--- config.mk ---
export PLATFORM = sky130hd
export DESIGN_NAME = wss_ctrl
export DESIGN_NICKNAME = d
export VERILOG_FILES = /design/src/rtl/wss_pkg.sv /design/src/rtl/wss_ctrl.sv
export SDC_FILE = /design/constraint.sdc
export NUM_CORES = 1
export LEC_CHECK = 0
export BUFFER_PORTS_ARGS = -buffer_cell sky130_fd_sc_hd__buf_2
export CAP_MARGIN = 25
export CORE_MARGIN = 2
export CORE_UTILIZATION = 36
export CTS_CLUSTER_DIAMETER = 40
export DETAILED_ROUTE_END_ITERATION = 10
export GPL_TIMING_DRIVEN = 0
export SLEW_MARGIN = 15
export SYNTH_ARGS = -nofsm -noshare
export SYNTH_HDL_FRONTEND = slang
export SYNTH_SLANG_ARGS = --single-unit
--- constraint.sdc ---
create_clock -name clk -period 1.3 [get_ports clk]
set_input_delay 0.39 -clock clk [delete_from_list [all_inputs] [get_ports clk]]
set_output_delay 0.39 -clock clk [all_outputs]
set_load 0.01 [all_outputs]
--- src/rtl/wss_pkg.sv ---
// ----------------------------------------------------------------------------
// wss_pkg
// Shared constants and controller/datapath interface types.
// ----------------------------------------------------------------------------
`timescale 1ns / 1ps
`default_nettype none

package wss_pkg;

  localparam int SAMPLE_BITS       = 24;
  localparam int CHAN_BITS         = 2;
  localparam int FILL_BITS         = 10;
  localparam int DEF_WINDOW_DEPTH  = 512;
  localparam int DEF_CHANNELS      = 4;

  localparam int IN_FIELD_BITS  = CHAN_BITS + SAMPLE_BITS;
  localparam int IN_DATA_W      = ((IN_FIELD_BITS + 7) / 8) * 8;
  localparam int OUT_FIELD_BITS = CHAN_BITS + 3 * SAMPLE_BITS + FILL_BITS;
  localparam int OUT_DATA_W     = ((OUT_FIELD_BITS + 7) / 8) * 8;

  typedef struct packed {
    logic latch;
    logic read;
    logic update;
    logic div_start;
    logic div_step;
    logic finish;
  } cmd_t;

  typedef struct packed {
    logic div_needed;
    logic out_free;
  } stat_t;

endpackage

`default_nettype wire

--- src/rtl/wss_ctrl.sv ---
// ----------------------------------------------------------------------------
// wss_ctrl
// Item sequencer: latch, window read, state update, divide, result load.
// ----------------------------------------------------------------------------
`timescale 1ns / 1ps
`default_nettype none

module wss_ctrl #(
  parameter int WINDOW_DEPTH = wss_pkg::DEF_WINDOW_DEPTH
) (
  input  wire logic          clk,
  input  wire logic          rst,
  input  wire logic          s_tvalid,
  output logic               s_tready,
  input  wss_pkg::stat_t     stat,
  output wss_pkg::cmd_t      cmd
);
  import wss_pkg::*;

  localparam int CNT_W  = $clog2(WINDOW_DEPTH + 1);
  localparam int SUM_W  = SAMPLE_BITS + CNT_W;
  localparam int STEP_W = $clog2(SUM_W + 1);

  localparam logic [2:0] S_IDLE   = 3'd0;
  localparam logic [2:0] S_READ   = 3'd1;
  localparam logic [2:0] S_UPDATE = 3'd2;
  localparam logic [2:0] S_DIV    = 3'd3;
  localparam logic [2:0] S_DONE   = 3'd4;

  logic [2:0]        state;
  logic [2:0]        state_next;
  logic [STEP_W-1:0] steps;
  logic [STEP_W-1:0] steps_next;

  assign s_tready = (state == S_IDLE);

  always_comb begin
    state_next = state;
    steps_next = steps;
    cmd        = '0;
    case (state)
      S_IDLE: begin
        if (s_tvalid) begin
          cmd.latch  = 1'b1;
          state_next = S_READ;
        end
      end
      S_READ: begin
        cmd.read   = 1'b1;
        state_next = S_UPDATE;
      end
      S_UPDATE: begin
        cmd.update = 1'b1;
        if (stat.div_needed) begin
          cmd.div_start = 1'b1;
          steps_next    = STEP_W'(SUM_W);
          state_next    = S_DIV;
        end else begin
          state_next = S_DONE;
        end
      end
      S_DIV: begin
        cmd.div_step = 1'b1;
        steps_next   = steps - 1'b1;
        if (steps == STEP_W'(1)) begin
          state_next = S_DONE;
        end
      end
      S_DONE: begin
        if (stat.out_free) begin
          cmd.finish = 1'b1;
          state_next = S_IDLE;
        end
      end
      default: begin
        state_next = S_IDLE;
      end
    endcase
  end

  always_ff @(posedge clk) begin
    if (rst) begin
      state <= S_IDLE;
      steps <= '0;
    end else begin
      state <= state_next;
      steps <= steps_next;
    end
  end

endmodule

`default_nettype wire

==> metrics.csv <==
stage;metric;value;unit
worst_setup_path;cp.arrival;1.10;ns
detailed_routing;vias_per_cell;5.38;
floorplanning;die_w;42.9;um
sta;finalMaxSlewViolations;0;
worst_setup_path;cp_cell_sequence;nand4bb_4 > inv_4 > buf_6;
detailed_routing;drt_iter0_markers;10;
clock_tree;cts_tree;built;
floorplanning;dieArea;0.00184;mm2
sta;tightest_slew;0.454;ns
final_layout;fin_util;58.7;%
logic_synthesis;syn_avg_cell_area;8.50;um2
floorplanning;core.rowCount;14;
grt;use_met3;3.83;%
worst_setup_path;end_kind;primary output;
final_layout;final_nets;97;
grt;antenna_found_initial;0;
grt;grt_pass1_vias;550;
detailed_routing;wl;1.43;mm
clock_tree;cts_max_level;1;
grt;busiest_layer;met2;
grt;grt-ovfl-total;0;
place;portBuffers;10;
pwr;power_frac_seq;44.2;%
floorplanning;chipHeight;42.9;um
logic_synthesis;synth.distinct_cells;33;
sta;rsz0062_at_grt;true;
logic_synthesis;synth_warnings;0;
detailed_routing;firstDrtPassIters;4;
logic_synthesis;yosys_register_bits;9;
final_layout;area_growth;56.8;%
grt;grt_pass1_wl;2.37;mm
floorplanning;core_area;0.00145;mm2
min_path;min_path_type;reg2reg;
sta;period_needed;1.49;ns
detailed_routing;drc;0;
grt;grt_max_degree;10;
logic_synthesis;synth_area;544;um2
place;place_congestion;0.730;
detailed_routing;num_vias;565;
pwr;pwr-share-comb;23.5;%
grt;grt_usage;17.5;%
worst_setup_path;crit_type;reg2out;
floorplanning;start_util;37.4;%
pwr;peakVddDrop;0.504;mV
grt;met1_usage;18.7;%
pwr;power_switching;0.193;mW
place;dp_hpwl;796;um
worst_setup_path;critPathLaunchType;register;
clock_tree;numCtsBuffers;3;
floorplanning;design.portCount;12;
worst_setup_path;crit_fanout;9;
pwr;fin_total_pwr;0.684;mW
pwr;power.share.clock;32.2;%
pwr;leakagePower;0.360;nW
sta;slew_headroom;69.7;%
worst_setup_path;worstPathRequired;0.91;ns
logic_synthesis;synth_seq_area_share;33.1;%
clock_tree;cts_hold_buf;0;
sta;layout_setup_ws;-0.186;ns
outcome;violations;setup timing;
detailed_routing;ant_nets;0;
sta;finalCritPeriodShare;114;%
pwr;p_int;0.491;mW
clock_tree;clkTransAtPathRegs;0.06;ns
outcome;status;finished with violations;
final_layout;drive_gt1_share;51.7;%
final_layout;antenna_cells;0;
pwr;powerDensity;802;mW/mm2
pwr;p_sw_share;28.2;%
logic_synthesis;postSynthCellCount;64;
worst_setup_path;cpPeakStageDelay;0.39;ns
sta;hold_viol;0;
clock_tree;clockRootBuffer;clkbuf_4;
logic_synthesis;syn_nets;71;
sta;max_freq;673;MHz
run;maxCapViolCount;0;
grt;use_met2;30.6;%
clock_tree;clock_path_buffers;2;
clock_tree;cts_sinks;9;
worst_setup_path;crit_slowest_cell;dfxtp_4;
sta;skew;0.00427;ns
sta;setup_viol_count_final;10;
clock_tree;clock_latency;0.27;ns
place;pre_cts_slack;-0.174;ns
detailed_routing;avgRoutedWirePerCell;13.6;um
-- cell usage in the layout, fill, tap and decap left out, drive strengths merged, types with 2 or more instances in the layout --
cell / instances
ha: 2
dfxtp: 9
nor3: 3
nand3: 2
or3: 2
nor3b: 4
nand2: 2
inv: 7
a211oi: 3
nor2: 3
clkbuf: 4
buf: 25
a21oi: 5
-- worst max-delay path, delay by kind of cell (launching register included) --
kind / cells / cell delay, ns
and+or+nand+nor: 1 / 0.25
buffers and inverters: 2 / 0.19
DFF: 1 / 0.39
-- final timing paths --
| kind | startpoint | end | slack [ns] | cells after the start |
|---|---|---|---|---|
| setup reg to reg | state[0] | steps[5] | -0.08 | 5 |
| hold / removal | steps[5] | steps[5] | 0.47 | 1 |
| hold reg to reg | steps[5] | steps[5] | 0.47 | 1 |
| setup / recovery | state[0] | cmd[2] | -0.19 | 3 |
-- cell type report --
class | count | area [um2]
clock buffers | 4 | 26.3
fillers | 133 | 601
well taps | 16 | 20.0
inverters | 7 | 31.3
multi-input cells | 44 | 393
flip-flops and latches | 9 | 189
plain buffers | 2 | 15.0
repair buffers | 23 | 179
-- stage by stage --
| step | cells | hold slack, ns | area, um2 | TNS [ns] |
|---|---|---|---|---|
| 5_1_grt | 105 | 0.495 | 853 | -1.75 |
| 4_1_cts | 106 | 0.456 | 810 | -1.40 |
| 6_report | 105 | 0.470 | 853 | -1.22 |
| 2_1_floorplan | 64 | 0.425 | 556 | 0 |
| 3_3_place_gp | 90 | 0.451 | 626 | -0.621 |
| 3_5_place_dp | 90 | 0.443 | 626 | -0.568 |
-- cell families after synthesis --
kind of cell / synth area share (%)
and+or+nand+nor: 29.7
AOI/OAI and AO/OA: 22.5
buffers and inverters: 8.27
DFF: 33.1
adders and majority gates: 4.60
muxes: 1.84
-- power groups by stage --
stage          logic [mW]  clock network [mW]  registers, mW
2_1_floorplan      0.0866                   0          0.296
3_5_place_dp        0.118                   0          0.298
3_3_place_gp        0.117                   0          0.297
4_1_cts             0.150               0.226          0.301
6_report            0.161               0.221          0.303
5_1_grt             0.175               0.245          0.305
-- what timing repair did --
action	in CTS	in global routing
setup buffers	12	0
gates cloned	1	0
pin swaps	6	0
gates resized for setup	18	14
endpoints found under the setup margin	13	13
-- layer usage --
metal / routed length (um) / part of all wire, %
met1: 577 / 40
met3: 63 / 4.4
met2: 747 / 52
met5: 0 / 0
met4: 39 / 2.7
-- flip-flops by register name, summed over array words and instances (netlist names) --
| name | count |
|---|---|
| steps | 6 |
| state | 3 |
-- cells in the mapped netlist, drive strengths merged --
cell | count | area (um2)
dfxtp | 9 | 180
inv | 7 | 26.3
a21oi | 5 | 25.0
buf | 4 | 18.8
nor3b | 4 | 30.0
a211oi | 3 | 22.5
nor2 | 3 | 11.3
nor3 | 3 | 15.0
ha | 2 | 25.0
nand2 | 2 | 7.51
nand3 | 2 | 10.0
or3 | 2 | 17.5
a211o | 1 | 8.76
a221oi | 1 | 8.76
a2bb2oi | 1 | 8.76
a311o | 1 | 10.0
and2 | 1 | 6.26
and3 | 1 | 6.26
mux2i | 1 | 10.0
nand2b | 1 | 6.26
nand3b | 1 | 20.0
nand4 | 1 | 6.26
nand4bb | 1 | 11.3
o211ai | 1 | 7.51
o21ai | 1 | 5.00
o21bai | 1 | 7.51
o311a | 1 | 10.0
o311ai | 1 | 8.76
or2 | 1 | 6.26
or4 | 1 | 7.51
No activity file was read; power rests on OpenSTA's default activity.
